--- src/rtl/pump_ramp_controller_core_assert.svh ---
// Assertion macros for the pump ramp controller RTL.
// Each macro expects signals named clk and arst_n in the including module.
`ifndef PUMP_RAMP_CONTROLLER_CORE_ASSERT_SVH
`define PUMP_RAMP_CONTROLLER_CORE_ASSERT_SVH

// Condition must hold at every clock edge outside reset.
`define PRC_ASSERT_HOLDS(label, cond) \
	label: assert property (@(posedge clk) disable iff (!arst_n) (cond)) \
		else $error("pump ramp controller: invariant violated");

// Consequent must hold in the same cycle as the antecedent.
`define PRC_ASSERT_IMPLIES(label, ante, cons) \
	label: assert property (@(posedge clk) disable iff (!arst_n) (ante) |-> (cons)) \
		else $error("pump ramp controller: implication violated");

// Consequent must hold in the cycle after the antecedent.
`define PRC_ASSERT_NEXT(label, ante, cons) \
	label: assert property (@(posedge clk) disable iff (!arst_n) (ante) |=> (cons)) \
		else $error("pump ramp controller: next-cycle check violated");

`endif

--- src/rtl/prc_pkg.sv ---
// Shared types and constants for the pump ramp controller.
// No dependencies; used by all RTL modules of the block.
`timescale 1ns / 1ps

package prc_pkg;

	localparam int STEP_W      = 10;
	localparam int CFG_LEVEL_W = 12;
	localparam int TICK_W      = 6;
	localparam int SEC_W       = 4;
	localparam int TARGET_W    = 10;
	localparam int CFG_DATA_W  = 12;
	localparam int CFG_INDEX_W = 3;

	// Event codes carried in the input tuser field.
	typedef enum logic [2:0] {
		CMD_START    = 3'd0,
		CMD_VALVE    = 3'd1,
		CMD_ALL_STOP = 3'd2,
		CMD_TICK     = 3'd3,
		CMD_CLICK    = 3'd4
	} cmd_t;

	// Direction codes of a start command.
	localparam logic [1:0] DIR_FORWARD  = 2'd0;
	localparam logic [1:0] DIR_BACKWARD = 2'd1;
	localparam logic [1:0] DIR_NEUTRAL  = 2'd2;
	localparam logic [1:0] DIR_KEEP     = 2'd3;

	// Configuration register indexes.
	localparam logic [CFG_INDEX_W-1:0] REG_STEP_SIZE      = 3'd0;
	localparam logic [CFG_INDEX_W-1:0] REG_FORWARD_LEVEL  = 3'd1;
	localparam logic [CFG_INDEX_W-1:0] REG_BACKWARD_LEVEL = 3'd2;
	localparam logic [CFG_INDEX_W-1:0] REG_NEUTRAL_LEVEL  = 3'd3;
	localparam logic [CFG_INDEX_W-1:0] REG_TICK_LIMIT     = 3'd4;
	localparam logic [CFG_INDEX_W-1:0] REG_SECONDS_LIMIT  = 3'd5;

	// Register reset values.
	localparam logic [STEP_W-1:0]      STEP_SIZE_RST      = 10'd100;
	localparam logic [CFG_LEVEL_W-1:0] FORWARD_LEVEL_RST  = 12'd4000;
	localparam logic [CFG_LEVEL_W-1:0] BACKWARD_LEVEL_RST = 12'd2000;
	localparam logic [CFG_LEVEL_W-1:0] NEUTRAL_LEVEL_RST  = 12'd3000;
	localparam logic [TICK_W-1:0]      TICK_LIMIT_RST     = 6'd30;
	localparam logic [SEC_W-1:0]       SECONDS_LIMIT_RST  = 4'd1;

	// Drive and target level after reset.
	localparam int LEVEL_RESET = 3000;

	typedef struct packed {
		cmd_t                command;
		logic                ramp_request;
		logic [1:0]          direction;
		logic [TARGET_W-1:0] click_target;
		logic                valve_close;
	} item_t;

	typedef struct packed {
		logic [STEP_W-1:0]      step_size;
		logic [CFG_LEVEL_W-1:0] forward_level;
		logic [CFG_LEVEL_W-1:0] backward_level;
		logic [CFG_LEVEL_W-1:0] neutral_level;
		logic [TICK_W-1:0]      tick_limit;
		logic [SEC_W-1:0]       seconds_limit;
	} cfg_t;

	typedef struct packed {
		logic running;
		logic ramping;
		logic stopped;
		logic valve;
		logic led;
	} status_t;

endpackage

--- src/rtl/prc_cfg_regs.sv ---
// Configuration register file of the pump ramp controller.
// Depends on prc_pkg for register indexes, widths and reset values.
`timescale 1ns / 1ps

module prc_cfg_regs (
	input  logic                             clk,
	input  logic                             arst_n,
	input  logic                             wr_en,
	input  logic [prc_pkg::CFG_INDEX_W-1:0]  wr_index,
	input  logic [prc_pkg::CFG_DATA_W-1:0]   wr_data,
	output prc_pkg::cfg_t                    cfg
);

	prc_pkg::cfg_t cfg_q;

	always_ff @(posedge clk or negedge arst_n) begin
		if (!arst_n) begin
			cfg_q.step_size      <= prc_pkg::STEP_SIZE_RST;
			cfg_q.forward_level  <= prc_pkg::FORWARD_LEVEL_RST;
			cfg_q.backward_level <= prc_pkg::BACKWARD_LEVEL_RST;
			cfg_q.neutral_level  <= prc_pkg::NEUTRAL_LEVEL_RST;
			cfg_q.tick_limit     <= prc_pkg::TICK_LIMIT_RST;
			cfg_q.seconds_limit  <= prc_pkg::SECONDS_LIMIT_RST;
		end else if (wr_en) begin
			// Writes to indexes beyond the register list are dropped.
			unique case (wr_index)
				prc_pkg::REG_STEP_SIZE: begin
					cfg_q.step_size <= wr_data[prc_pkg::STEP_W-1:0];
				end
				prc_pkg::REG_FORWARD_LEVEL: begin
					cfg_q.forward_level <= wr_data[prc_pkg::CFG_LEVEL_W-1:0];
				end
				prc_pkg::REG_BACKWARD_LEVEL: begin
					cfg_q.backward_level <= wr_data[prc_pkg::CFG_LEVEL_W-1:0];
				end
				prc_pkg::REG_NEUTRAL_LEVEL: begin
					cfg_q.neutral_level <= wr_data[prc_pkg::CFG_LEVEL_W-1:0];
				end
				prc_pkg::REG_TICK_LIMIT: begin
					cfg_q.tick_limit <= wr_data[prc_pkg::TICK_W-1:0];
				end
				prc_pkg::REG_SECONDS_LIMIT: begin
					cfg_q.seconds_limit <= wr_data[prc_pkg::SEC_W-1:0];
				end
				default: begin
				end
			endcase
		end
	end

	assign cfg = cfg_q;

endmodule

--- src/rtl/prc_ctrl.sv ---
// Control state of the pump ramp controller and its per-item update logic.
// Depends on prc_pkg and on the assertion macros header.
`timescale 1ns / 1ps
`include "pump_ramp_controller_core_assert.svh"

module prc_ctrl #(
	parameter int LEVEL_WIDTH = 12,
	parameter int CLICK_WIDTH = 16
) (
	input  logic                   clk,
	input  logic                   arst_n,
	input  logic                   upd_en,
	input  prc_pkg::item_t         item,
	input  prc_pkg::cfg_t          cfg,
	output logic [LEVEL_WIDTH-1:0] drive_level,
	output logic [CLICK_WIDTH-1:0] clicks_seen,
	output prc_pkg::status_t       status
);

	localparam int STEP_CMP_W  = (LEVEL_WIDTH > prc_pkg::STEP_W) ? LEVEL_WIDTH : prc_pkg::STEP_W;
	localparam int CLICK_CMP_W = (CLICK_WIDTH > prc_pkg::TARGET_W) ?
		CLICK_WIDTH : prc_pkg::TARGET_W;

	logic [LEVEL_WIDTH-1:0]       drive_level_q, target_level_q;
	logic [prc_pkg::TARGET_W-1:0] click_limit_q;
	logic [CLICK_WIDTH-1:0]       clicks_seen_q;
	logic [prc_pkg::TICK_W-1:0]   tick_prescale_q;
	logic [prc_pkg::SEC_W-1:0]    seconds_count_q;
	logic step_pending_q, ramping_q, running_q, stop_latched_q, valve_state_q, led_state_q;

	logic [LEVEL_WIDTH-1:0]       drive_d, target_d, gap;
	logic [prc_pkg::TARGET_W-1:0] limit_d;
	logic [CLICK_WIDTH-1:0]       clicks_d;
	logic [prc_pkg::TICK_W-1:0]   prescale_d;
	logic [prc_pkg::SEC_W-1:0]    seconds_d;
	logic [prc_pkg::TICK_W:0]     prescale_inc;
	logic [prc_pkg::SEC_W:0]      seconds_inc;
	logic step_d, ramp_d, run_d, stop_d, valve_d, led_d;

	always_comb begin
		drive_d      = drive_level_q;
		target_d     = target_level_q;
		limit_d      = click_limit_q;
		clicks_d     = clicks_seen_q;
		prescale_d   = tick_prescale_q;
		seconds_d    = seconds_count_q;
		step_d       = step_pending_q;
		ramp_d       = ramping_q;
		run_d        = running_q;
		stop_d       = stop_latched_q;
		valve_d      = valve_state_q;
		led_d        = led_state_q;
		gap          = '0;
		prescale_inc = {1'b0, tick_prescale_q} + 1'b1;
		seconds_inc  = '0;

		// Apply the event itself.
		unique case (item.command)
			prc_pkg::CMD_START: begin
				ramp_d   = item.ramp_request;
				run_d    = 1'b1;
				clicks_d = '0;
				stop_d   = 1'b0;
				limit_d  = item.click_target;
				case (item.direction)
					prc_pkg::DIR_FORWARD:  target_d = LEVEL_WIDTH'(cfg.forward_level);
					prc_pkg::DIR_BACKWARD: target_d = LEVEL_WIDTH'(cfg.backward_level);
					prc_pkg::DIR_NEUTRAL:  target_d = LEVEL_WIDTH'(cfg.neutral_level);
					default:               target_d = target_level_q;
				endcase
			end
			prc_pkg::CMD_VALVE: begin
				valve_d = item.valve_close;
			end
			prc_pkg::CMD_ALL_STOP: begin
				stop_d    = 1'b1;
				run_d     = 1'b0;
				seconds_d = '0;
			end
			prc_pkg::CMD_TICK: begin
				if (running_q) begin
					led_d = ~led_state_q;
					if (prescale_inc > {1'b0, cfg.tick_limit}) begin
						prescale_d  = '0;
						seconds_inc = {1'b0, seconds_count_q} + 1'b1;
					end else begin
						prescale_d  = prescale_inc[prc_pkg::TICK_W-1:0];
						seconds_inc = {1'b0, seconds_count_q};
					end
					// The seconds count is checked even when it did not advance.
					if (seconds_inc > {1'b0, cfg.seconds_limit}) begin
						step_d    = 1'b1;
						seconds_d = '0;
					end else begin
						seconds_d = seconds_inc[prc_pkg::SEC_W-1:0];
					end
				end
			end
			prc_pkg::CMD_CLICK: begin
				if (clicks_seen_q != {CLICK_WIDTH{1'b1}}) begin
					clicks_d = clicks_seen_q + 1'b1;
				end
			end
			default: begin
			end
		endcase

		// Control update, run once after every event.
		if (!stop_d) begin
			if (run_d) begin
				if (!ramp_d) begin
					drive_d = target_d;
				end else if (step_d) begin
					// A step that would pass the target clamps there and ends the ramp;
					// landing exactly on it keeps the ramp flag set.
					if (drive_d < target_d) begin
						gap = target_d - drive_d;
						if (STEP_CMP_W'(cfg.step_size) > STEP_CMP_W'(gap)) begin
							drive_d = target_d;
							ramp_d  = 1'b0;
						end else begin
							drive_d = drive_d + LEVEL_WIDTH'(cfg.step_size);
						end
					end else if (drive_d > target_d) begin
						gap = drive_d - target_d;
						if (STEP_CMP_W'(cfg.step_size) > STEP_CMP_W'(gap)) begin
							drive_d = target_d;
							ramp_d  = 1'b0;
						end else begin
							drive_d = drive_d - LEVEL_WIDTH'(cfg.step_size);
						end
					end
					step_d = 1'b0;
				end
			end
			if (CLICK_CMP_W'(clicks_d) > CLICK_CMP_W'(limit_d)) begin
				run_d = 1'b0;
			end
		end else begin
			led_d     = 1'b1;
			run_d     = 1'b0;
			ramp_d    = 1'b0;
			seconds_d = '0;
		end
	end

	always_ff @(posedge clk or negedge arst_n) begin
		if (!arst_n) begin
			drive_level_q   <= LEVEL_WIDTH'(prc_pkg::LEVEL_RESET);
			target_level_q  <= LEVEL_WIDTH'(prc_pkg::LEVEL_RESET);
			click_limit_q   <= '0;
			clicks_seen_q   <= '0;
			tick_prescale_q <= '0;
			seconds_count_q <= '0;
			step_pending_q  <= 1'b0;
			ramping_q       <= 1'b0;
			running_q       <= 1'b0;
			stop_latched_q  <= 1'b1;
			valve_state_q   <= 1'b0;
			led_state_q     <= 1'b1;
		end else if (upd_en) begin
			drive_level_q   <= drive_d;
			target_level_q  <= target_d;
			click_limit_q   <= limit_d;
			clicks_seen_q   <= clicks_d;
			tick_prescale_q <= prescale_d;
			seconds_count_q <= seconds_d;
			step_pending_q  <= step_d;
			ramping_q       <= ramp_d;
			running_q       <= run_d;
			stop_latched_q  <= stop_d;
			valve_state_q   <= valve_d;
			led_state_q     <= led_d;
		end
	end

	assign drive_level    = drive_level_q;
	assign clicks_seen    = clicks_seen_q;
	assign status.running = running_q;
	assign status.ramping = ramping_q;
	assign status.stopped = stop_latched_q;
	assign status.valve   = valve_state_q;
	assign status.led     = led_state_q;

	// An all-stop leaves neither pumping nor a ramp in force.
	`PRC_ASSERT_IMPLIES(a_stop_clears_run, stop_latched_q, !running_q && !ramping_q)
	// Pumping never stays on once the click count has passed the target.
	`PRC_ASSERT_HOLDS(a_run_within_limit,
		!running_q || (CLICK_CMP_W'(clicks_seen_q) <= CLICK_CMP_W'(click_limit_q)))
	// The visible state only moves when an item is processed.
	`PRC_ASSERT_NEXT(a_hold_without_item, !upd_en,
		$stable(drive_level_q) && $stable(clicks_seen_q) && $stable(running_q))

endmodule

--- src/rtl/pump_ramp_controller_core.sv ---
// Path: an accepted item waits in the input register until the result register can take it,
// then is processed into the control state registers, which drive m_tdata.
// Throughput: one item per cycle, set by the single registered control update per item.
// Backpressure on the result side stalls the input register, which still holds one item.
// Reset (arst_n low): registers return to their defaults, the pump is stopped with the
// drive level at neutral, the LED is on and no item or result is pending.
`timescale 1ns / 1ps

// Top level of the pump ramp controller: input register, configuration registers,
// control state and result handshake. Depends on prc_pkg, prc_cfg_regs and prc_ctrl.
module pump_ramp_controller_core #(
	parameter int LEVEL_WIDTH = 12,
	parameter int CLICK_WIDTH = 16
) (
	input  logic                                     clk,
	input  logic                                     arst_n,
	// Input item stream.
	input  logic                                     s_tvalid,
	output logic                                     s_tready,
	// s_tdata, lowest bit up: ramp_request[0], direction[2:1], click_target[12:3],
	// valve_close[13], zero padding[15:14].
	input  logic [15:0]                              s_tdata,
	// s_tuser: command[2:0].
	input  logic [2:0]                               s_tuser,
	// Result stream.
	output logic                                     m_tvalid,
	input  logic                                     m_tready,
	// m_tdata, lowest bit up: pwm_level, pump_running, ramp_active, all_stopped,
	// valve_closed, status_led, click_count, then zero padding to whole bytes.
	output logic [((LEVEL_WIDTH + CLICK_WIDTH + 5 + 7) / 8) * 8 - 1:0] m_tdata,
	// Configuration write channel.
	input  logic                                     cfg_valid,
	output logic                                     cfg_ready,
	input  logic [prc_pkg::CFG_INDEX_W-1:0]          cfg_index,
	input  logic [prc_pkg::CFG_DATA_W-1:0]           cfg_data
);

	localparam int OUT_BITS = LEVEL_WIDTH + CLICK_WIDTH + 5;
	localparam int OUT_W    = ((OUT_BITS + 7) / 8) * 8;

	prc_pkg::item_t   item_in, item_s1;
	logic             valid_s1;
	logic             out_valid_q;
	logic             advance;
	prc_pkg::cfg_t    cfg;
	prc_pkg::status_t status;
	logic [LEVEL_WIDTH-1:0] drive_level;
	logic [CLICK_WIDTH-1:0] clicks_seen;

	// Unpack the incoming item.
	assign item_in.command      = prc_pkg::cmd_t'(s_tuser);
	assign item_in.ramp_request = s_tdata[0];
	assign item_in.direction    = s_tdata[2:1];
	assign item_in.click_target = s_tdata[12:3];
	assign item_in.valve_close  = s_tdata[13];

	// The item in the input register is processed when the result register is free or
	// its current result is being taken in this cycle. The control state registers are
	// themselves the result register, so they only move on such a cycle.
	assign advance  = valid_s1 && (!out_valid_q || m_tready);
	assign s_tready = !valid_s1 || advance;

	always_ff @(posedge clk or negedge arst_n) begin
		if (!arst_n) begin
			valid_s1 <= 1'b0;
		end else if (s_tready) begin
			valid_s1 <= s_tvalid;
		end
	end

	always_ff @(posedge clk) begin
		if (s_tvalid && s_tready) begin
			item_s1 <= item_in;
		end
	end

	always_ff @(posedge clk or negedge arst_n) begin
		if (!arst_n) begin
			out_valid_q <= 1'b0;
		end else if (advance) begin
			out_valid_q <= 1'b1;
		end else if (m_tready) begin
			out_valid_q <= 1'b0;
		end
	end

	// Configuration writes always taken; user issues only while block idle; unenforced.
	assign cfg_ready = 1'b1;

	prc_cfg_regs u_cfg_regs (
		.clk      (clk),
		.arst_n   (arst_n),
		.wr_en    (cfg_valid && cfg_ready),
		.wr_index (cfg_index),
		.wr_data  (cfg_data),
		.cfg      (cfg)
	);

	prc_ctrl #(
		.LEVEL_WIDTH (LEVEL_WIDTH),
		.CLICK_WIDTH (CLICK_WIDTH)
	) u_ctrl (
		.clk         (clk),
		.arst_n      (arst_n),
		.upd_en      (advance),
		.item        (item_s1),
		.cfg         (cfg),
		.drive_level (drive_level),
		.clicks_seen (clicks_seen),
		.status      (status)
	);

	assign m_tvalid = out_valid_q;
	assign m_tdata  = OUT_W'({clicks_seen, status.led, status.valve, status.stopped,
		status.ramping, status.running, drive_level});

endmodule
--- config.mk ---
export PLATFORM = sky130hd
export DESIGN_NAME = pump_ramp_controller_core
export DESIGN_NICKNAME = d
export VERILOG_FILES = /design/src/rtl/prc_pkg.sv /design/src/rtl/prc_cfg_regs.sv /design/src/rtl/prc_ctrl.sv /design/src/rtl/pump_ramp_controller_core.sv
export VERILOG_INCLUDE_DIRS = /design/src /design/src/rtl
export SDC_FILE = /design/constraint.sdc
export NUM_CORES = 1
export LEC_CHECK = 0
export CAP_MARGIN = 25
export CORE_MARGIN = 5
export CORE_UTILIZATION = 37
export CTS_CLUSTER_DIAMETER = 60
export CTS_CLUSTER_SIZE = 14
export DETAILED_ROUTE_END_ITERATION = 8
export DONT_BUFFER_PORTS = 1
export SLEW_MARGIN = 40
export SYNTH_ARGS = -nofsm -noshare
export SYNTH_HDL_FRONTEND = slang
export SYNTH_SLANG_ARGS = --single-unit
--- constraint.sdc ---
create_clock -name clk -period 13.1 [get_ports clk]
set_input_delay 1.965 -clock clk [delete_from_list [all_inputs] [get_ports clk]]
set_output_delay 1.965 -clock clk [all_outputs]
set_load 0.02 [all_outputs]
==> metrics, run 1 <==
status=completed; Synth Area in Simple Gates=15.7%; Layout fillers=2511; CTS Hold Bufs=0; worst slack, placed=6980 ps; fraction of synthesized area in multiplexers=8.22%; number of global-route vias before repair=7188; cell mode on critical path=o21ai_0; Nets=1153; final setup margin=6940 ps; Post-Syn Instances=1052; Worst-Margin Slew=762 ps; top cells by area, synth=dfrtp_1 (21%), dfstp_2 (12%), ha_1 (11%); initial core utilization=37.7%; final WL=23.6 mm; ANT nets after route=0; Post-synth EDFFs=17; Slew Viols, Final=0; Netlist cell types=82; CTS clk-pin slew, worst paths=70 ps; Crit path largest cell delay=550 ps; Synth Flop Type=dfrtp_1; vias after detailed routing=7385; first-pass GRT wire length=38.7 mm; HPWL Detailed=17.4 mm; synth cell count leaders=nand2_1 (149), o21ai_0 (102), ha_1 (85); ys async rst share=87.9%; Setup TNS=0 ps; number of placed I/O pins=82; layout cells sized above 1=15.2%; Worst setup SP type=flip-flop; CTS resizes=0; Initial DRC Count=535; RSZ-0062 raised after global routing=false; largest family of logic cells by synthesized area=compound AO/OA/AOI/OAI gates; Static Leak=4.63 nW; Mapped Area=0.00981 mm²; Die Ht=173 µm; Compound-Gate Fraction of Synth Area=18.2%; count of final hold-check violations=0; initial antenna violation count=0; crit path buf inv count=3; Pre-antenna DRT Iters=5; ANT cells=0; number of remaining DRC errors=0; CP Capture Type=flip-flop; Adder-Cell Fraction of Synth Area=11.7%; fmax=162 MHz; worst skew pair latency=430 ps; All-Layer GR Usage=15.7%; clock skew=13.2 ps; top-area cell type share of the netlist area=20.7%; Worst Hold Class=flip-flop to flip-flop; routability-driven placement congestion ratio=0.860; Layout area overhead=8.29%; Crit Path Class=flip-flop to flip-flop; Num CTS Buffers=17; CP required=13440 ps; CTS tree=yes; largest net degree at the start of global routing=125; slowest cell on the critical path=edfxtp_1; Sink Count=141; max-cap violations=0; maximum VDD drop=134 µV; post-CTS setup buffers=0; Seq/Total Area, Yosys=37.4%; critical path's top delay family=compound AO/OA/AOI/OAI gates; Synth Area in XOR/XNOR=2.86%; root buffer cell=clkbuf_16; Die Width=173 µm; Synth Register Bits=141; Max-slew headroom=48.6%; CP arrival=6510 ps; grt total ovfl=0; Ys Warns=0; final setup violation count=0; largest area contributor in the netlist=dfrtp_1; DR WL/cell=17.2 µm; CP max FO=24; Core ar.=0.0261 mm²; die area=0.0299 mm²; minimum clock period after layout=6160 ps; count leader, synth=nand2_1; CTS Buffer Depth=2; Core Rows=59; H-tree Lvls=4; routed vias/inst=5.38; PwrDens=239 mW/mm²; Synth Area per Inst=9.33 µm²; Tcrit/Tclk final=47.1%; IO buf count=0
power by group:
part           switching (W)  internal, W
clock network       0.000200     0.000300
registers           0.000127     0.000559
logic               0.000795     0.000564
layout make-up:
class / instances / area, µm² / share of cell area [%]
clock buffer: 18 / 429 / 4.04
clock inverter: 14 / 170 / 1.60
inverter: 65 / 244 / 2.30
multi-input combinational: 792 / 5630 / 53.0
sequential: 141 / 3670 / 34.5
timing repair buffer: 8 / 63.8 / 0.601
tap: 335 / 419 / 3.94
worst reg2reg max path, cell delays in order (launching register included):
cell,delay [ps]
edfxtp_1,550
or3_1,470
a21oi_1,150
buf_4,290
o211ai_1,140
o21ai_0,330
inv_1,180
ha_1,350
nor2b_1,150
o31ai_1,390
a21oi_1,190
o21ai_0,180
nand2b_1,100
a21o_1,190
a21oi_1,160
xnor2_1,100
ha_1,300
nand4_1,110
nor2_1,140
o21ai_0,120
o21ai_0,150
o211ai_4,130
o21bai_4,540
inv_1,160
a311oi_1,380
o221ai_1,150
registers in the layout, summed over array words and instances (netlist names), 4 cells and up:
signal	count
u_ctrl.seconds_count_q	4
item_s1	17
u_ctrl.target_level_q	12
u_ctrl.tick_prescale_q	6
u_ctrl.clicks_seen	16
u_ctrl.drive_level	12
u_ctrl.click_limit_q	10
u_cfg_regs.cfg	56
per-layer routing:
layer | up-vias | track usage, % | part of all wire (%)
li1 | 3676 | - | -
met1 | 3543 | 20.8 | 45
met2 | 137 | 25.0 | 47
met3 | 29 | 4.87 | 5.8
met4 | 0 | 4.39 | 1.7
met5 | - | 0 | 0
stage by stage:
stage / hold WS [ps] / instance area [µm²] / util, % / cells / total power (W)
after floorplan: 445 / 9830 / - / 1058 / 0.00179
after global placement: 458 / 9990 / 38.3 / 1340 / 0.00201
after detailed placement: 466 / 10000 / 38.5 / 1341 / 0.00203
after CTS: 479 / 10600 / 40.8 / 1373 / 0.00254
after global routing: 498 / 10600 / 40.8 / 1373 / 0.00275
final: 471 / 10600 / 40.8 / 1373 / 0.00254
logic make-up (layout without fill, tap and decap cells):
| kind of cell | Yosys count | count (layout) |
|---|---|---|
| DFF | 141 | 141 |
| AOI/OAI and AO/OA | 259 | 259 |
| muxes | 74 | 74 |
| other | 2 | 8 |
| xor gates and xnor gates | 32 | 32 |
| and+or+nand+nor | 330 | 330 |
| buffers and inverters | 125 | 105 |
| adders and majority gates | 89 | 89 |
final timing paths:
check	startpoint	end	slack [ps]	depth (start not counted)
max in group asynchronous	arst_n	u_ctrl.led_state_q	11540	0
min reg2reg	u_ctrl.target_level_q[0]	u_ctrl.target_level_q[0]	470	2
max	item_s1[15]	u_ctrl.drive_level[8]	6940	25
min	u_ctrl.target_level_q[0]	u_ctrl.target_level_q[0]	470	2
min in group asynchronous	arst_n	u_ctrl.drive_level[10]	1230	0
max reg2reg	item_s1[15]	u_ctrl.drive_level[8]	6940	25
cell usage in the layout, fill, tap and decap left out, types with 4 or more instances in the layout:
cell type     n
nand2_1     148
buf_4         7
nand4_1      13
o21a_1        5
fa_1          4
nor3_1       18
edfxtp_1     17
clkbuf_16    17
nor2_1       50
xnor2_1      21
o221ai_1     12
mux2i_1      27
nand3_1      28
or3_1         5
xor2_1       11
a211oi_1      4
a21oi_1      44
ha_1         85
nor4_1        4
o21bai_1      6
clkinvlp_4    4
inv_1        65
and3_1       13
o21ai_0     102
o21ai_1       5
or2_2         4
mux2_2       45
o31ai_1       8
dfstp_2      43
a21o_1        8
o211ai_1     15
conb_1        8
nor2b_1      14
dfrtp_1      81
nand2b_1     13
(Power assumes the default switching activity.)
==> run 2: changes to the inputs <==
Clock period 13.1 ns to 5.6 ns, I/O delays scaled along.
==> metrics, run 2 (synthesis gave the netlist of run 1 again) <==
CP Capture Type=flip-flop; Layout area overhead=11.0%; Worst setup SP type=flip-flop; RR Startpoint=item_s1[15]; ordered cell list for the critical path=or3_4 > a21oi_2 > buf_4 > o211ai_1 > o21ai_1 > inv_1 > ha_1 > nor2b_1 > o31ai_2 > a21oi_1 > a21o_1 > a21o_1 > a21oi_1 > xnor2_1 > ha_1 > nand4_1 > nor2_1 > a221oi_2 > a2111oi_4 > o31ai_4 > nand2_2 > a21oi_1 > a311oi_2 > o221ai_1; Layout fillers=2573; largest net degree at the start of global routing=125; Final Non-Filler Cells=1402; Slew Viols, Final=0; vias after detailed routing=7607; Worst Hold Class=input port to asynchronous set/reset pin; grt total ovfl=0; CP max FO=7; Worst Setup SP=item_s1[15]; most frequent cells in the layout=nand2_1 (148), o21ai_0 (100), ha_1 (85); CTS Buffer Depth=2; number of global-route vias before repair=7497; critical path's top delay family=compound AO/OA/AOI/OAI gates; CP required=5930 ps; die area=0.0299 mm²; clock skew=9.67 ps; Tcrit/Tclk final=92.6%; Nets=1182; worst skew pair latency=430 ps; HPWL Detailed=17.9 mm; Pre-antenna DRT Iters=5; routability-driven placement congestion ratio=0.853; number of placed I/O pins=82; final WL=24.7 mm; Core Rows=59; Crit path largest cell delay=420 ps; final setup violation count=0; Static Leak=4.78 nW; Die Ht=173 µm; leading cell type in the layout, fill and taps excluded=nand2_1; CP arrival=5520 ps; status=completed; routed vias/inst=5.43; initial core utilization=37.7%; Sink Count=141; max-cap violations=0; H-tree Lvls=4; crit path buf inv count=2; maximum VDD drop=398 µV; max reg flops=56; Core ar.=0.0261 mm²; fmax=193 MHz; slowest cell on the critical path=or3_4; IO buf count=0; All-Layer GR Usage=16.1%; Die Width=173 µm; CTS clk-pin slew, worst paths=60 ps; Post-Place Cells=1358; ANT nets after route=0; CTS Hold Bufs=0; Max-slew headroom=47.0%; number of remaining DRC errors=0; initial antenna violation count=0; Crit Path Class=flip-flop to flip-flop; cell mode on critical path=a21oi_1; first-pass GRT wire length=40.0 mm; Initial DRC Count=478; ANT cells=0; count of final hold-check violations=0; layout cells sized above 1=18.2%; PwrDens=580 mW/mm²; Num CTS Buffers=17; DR WL/cell=17.6 µm; root buffer cell=clkbuf_16; Setup TNS=0 ps; Worst-Margin Slew=791 ps; CTS tree=yes; minimum clock period after layout=5180 ps
[run 2: through the flow]
stage / util, % / hold WS, ps / power [W] / worst slack, ps / area [µm²]
6_report: 41.8 / 109 / 0.00632 / 416 / 10900
5_1_grt: 41.8 / 93.7 / 0.00682 / -5.10 / 10900
4_1_cts: 41.1 / 91.5 / 0.00598 / 83.9 / 10700
3_5_place_dp: 39.0 / 465 / 0.00485 / 170 / 10200
3_3_place_gp: 38.9 / 459 / 0.00478 / 235 / 10100
2_1_floorplan: - / 445 / 0.00419 / 398 / 9830
[run 2: final cells by class]
cell class / count / area [µm²] / area share, %
inverter: 65 / 244 / 2.24
timing repair buffer: 35 / 304 / 2.79
clock buffer: 19 / 433 / 3.97
tap: 335 / 419 / 3.85
multi-input combinational: 794 / 5700 / 52.3
sequential: 141 / 3670 / 33.7
clock inverter: 13 / 130 / 1.19
[run 2: path summary, 6_finish.rpt]
path	endpoint	slack, ps	cells past startpoint
hold reg to reg	u_ctrl.target_level_q[10]	480	2
hold / removal	u_ctrl.drive_level[6]	110	0
max in group asynchronous	u_ctrl.led_state_q	5190	0
min in group clk	u_ctrl.target_level_q[10]	480	2
setup / recovery	u_ctrl.drive_level[8]	420	24
setup reg to reg	u_ctrl.drive_level[8]	420	24
[run 2: what timing repair did]
item / CTS / global route
gates resized for setup: 0 / 10
setup buffers: 0 / 9
setup endpoints to repair: 0 / 13
[run 2: power by group]
part | total (W) | leakage, nW | switching (W) | internal, W
combinational | 0.00363 | 2.85 | 0.00207 | 0.00156
sequential | 0.00160 | 1.66 | 0.000296 | 0.00131
clock | 0.00109 | 0.267 | 0.000471 | 0.000620
[run 2: routing by layer]
metal / vias to the layer above / GRT usage, % / routed length (µm)
met1: 3677 / 21.5 / 11300
met4: 0 / 3.70 / 305
met3: 23 / 4.10 / 1330
li1: 3740 / - / -
met5: - / 0 / 0
met2: 167 / 26.4 / 11800
[run 2: worst register-to-register path, delay by kind of cell (launching register included)]
| family | cells | cell delay (ps) |
|---|---|---|
| AO/OA/AOI/OAI | 14 | 2620 |
| AND/OR/NAND/NOR | 5 | 1130 |
| adder cells (fa/ha/maj) | 2 | 600 |
| flip-flops | 1 | 380 |
| buffers and inverters | 2 | 270 |
| XOR/XNOR | 1 | 90 |
==> run 3: changes to the inputs <==
Clock period 5.6 ns to 4.4 ns, I/O delays scaled along.
==> metrics, run 3 (synthesis gave the netlist of run 1 again) <==
final setup violation count=13; minimum clock period after layout=5020 ps; RSZ-0062 raised after global routing=true; Max-slew headroom=45.8%; clock share of power=17.3%; initial antenna violation count=0; final setup margin=-618 ps; Net Sw Frac=42.9%; number of placed I/O pins=82; Crit path largest cell delay=430 ps; H-tree Lvls=4; Nets=1243; Worst setup SP type=flip-flop; status=complete, but fails checks; Num CTS Buffers=17; count of final hold-check violations=0; Worst Hold Class=input port to asynchronous set/reset pin; Initial DRC Count=453; die area=0.0299 mm²; IO buf count=0; first-pass GRT wire length=42.7 mm; Crit Path Class=flip-flop to flip-flop; Post-Place Cells=1416; final instance area=0.0117 mm²; layout cells sized above 1=25.7%; CP Capture Type=flip-flop; HPWL Detailed=18.9 mm; Final Non-Filler Cells=1463; Worst Setup SP=item_s1[15]; Layout area overhead=19.1%; power after layout=0.00895 W; CP max FO=6; Sequential Power Share=22.0%; failing checks=negative setup slack; Die Width=173 µm; Core Rows=59; slowest cell on the critical path=or3_4; Layout fillers=2456; CP required=4740 ps; maximum VDD drop=545 µV; PwrDens=766 mW/mm²; Sink Count=141; number of global-route vias before repair=7928; most frequent cells in the layout=nand2_1 (148), o21ai_0 (91), buf_4 (84); switching power=0.00384 W; initial core utilization=37.7%; ANT cells=0; leading cell type in the layout, fill and taps excluded=nand2_1; root buffer cell=clkbuf_16; DR WL/cell=18.0 µm; grt total ovfl=0; max-cap violations=0; Die Ht=173 µm; routed vias/inst=5.43; ANT nets after route=0; clock skew=6.89 ps; max reg flops=56; RR Startpoint=item_s1[15]; fmax=199 MHz; Pre-antenna DRT Iters=5; Tcrit/Tclk final=114%; final WL=26.3 mm; Cell Int Power=0.00511 W; Slew Viols, Final=0; Core ar.=0.0261 mm²; number of remaining DRC errors=0; CTS tree=yes; All-Layer GR Usage=17.4%; placed cell area=0.0106 mm²; cell mode on critical path=buf_6; routability-driven placement congestion ratio=0.880; Static Leak=5.14 nW; CTS Buffer Depth=2; Worst-Margin Slew=809 ps; Post-Route Utilization=44.9%; worst skew pair latency=430 ps; CTS clk-pin slew, worst paths=70 ps; vias after detailed routing=7949; largest net degree at the start of global routing=82; CP arrival=5350 ps; combinational share of power=60.7%
-- run 3: changes by cell type in the layout (fill, tap and decap cells not counted), sizes merged --
cell           change
clkdlybuf4s15      -1
nand2              -1
clkinv             -2
o21bai             -1
clkinvlp           +1
clkbuf             -1
bufinv             +2
buf               +63
a31oi              +1
-- run 3: power by group through the flow --
stage / logic (W) / clock network, W / registers [W]
after CTS: 0.00530 / 0.00158 / 0.00197
after floorplan: 0.00346 / 0 / 0.00194
after global placement: 0.00464 / 0 / 0.00198
final: 0.00543 / 0.00155 / 0.00197
after detailed placement: 0.00472 / 0 / 0.00199
after global routing: 0.00599 / 0.00164 / 0.00200
-- run 3: path summary, 6_finish.rpt --
path	end	slack, ps	cells after the start
worst min-delay path	u_ctrl.drive_level[8]	70	0
min in group clk	item_s1[4]	320	0
max in group asynchronous	u_ctrl.clicks_seen[13]	3860	1
worst max-delay path	u_ctrl.drive_level[11]	-620	26
worst max register to register	u_ctrl.drive_level[11]	-620	26
worst min register to register	u_ctrl.valve_state_q	480	1
-- run 3: layout make-up --
class | count | area (µm²) | area share [%]
clock inverters | 14 | 180 | 1.54
repair buffers | 97 | 823 | 7.04
well taps | 335 | 419 | 3.59
inverters | 65 | 244 | 2.09
multi-input cells | 793 | 5900 | 50.5
clock buffers | 18 | 450 | 3.85
flip-flops and latches | 141 | 3670 | 31.4
-- run 3: metrics by stage --
step	setup WS (ps)	TNS, ps	hold WS (ps)
2_1_floorplan	-418	-4880	364
3_3_place_gp	-545	-6200	369
3_5_place_dp	-637	-7620	369
4_1_cts	-535	-6050	52.8
5_1_grt	-882	-10420	46.5
6_report	-618	-6930	69.2
-- run 3: worst max-delay path: cells and delay by family (launching register included) --
kind | cells | cell delay [ps]
AO/OA/AOI/OAI | 14 | 2470
AND/OR/NAND/NOR | 4 | 840
buffers and inverters | 5 | 640
adder cells (fa/ha/maj) | 2 | 450
flip-flops | 1 | 380
XOR/XNOR | 1 | 140
-- run 3: repair_timing --
| action | in CTS | in global routing |
|---|---|---|
| hold buffers | 1 | 0 |
| gates cloned | 1 | 0 |
| buffers inserted | 13 | 0 |
| resized for setup | 38 | 17 |
| endpoints found under the hold margin | 81 | 0 |
| pin swaps | 25 | 5 |
| setup endpoints to repair | 13 | 13 |
-- run 3: layer usage --
layer	vias to the layer above	track usage, %	share of wire (%)
met5	-	0	0
met3	33	5.85	7.0
met1	3845	22.0	43
met2	199	28.7	48
met4	0	4.39	2.1
li1	3872	-	-
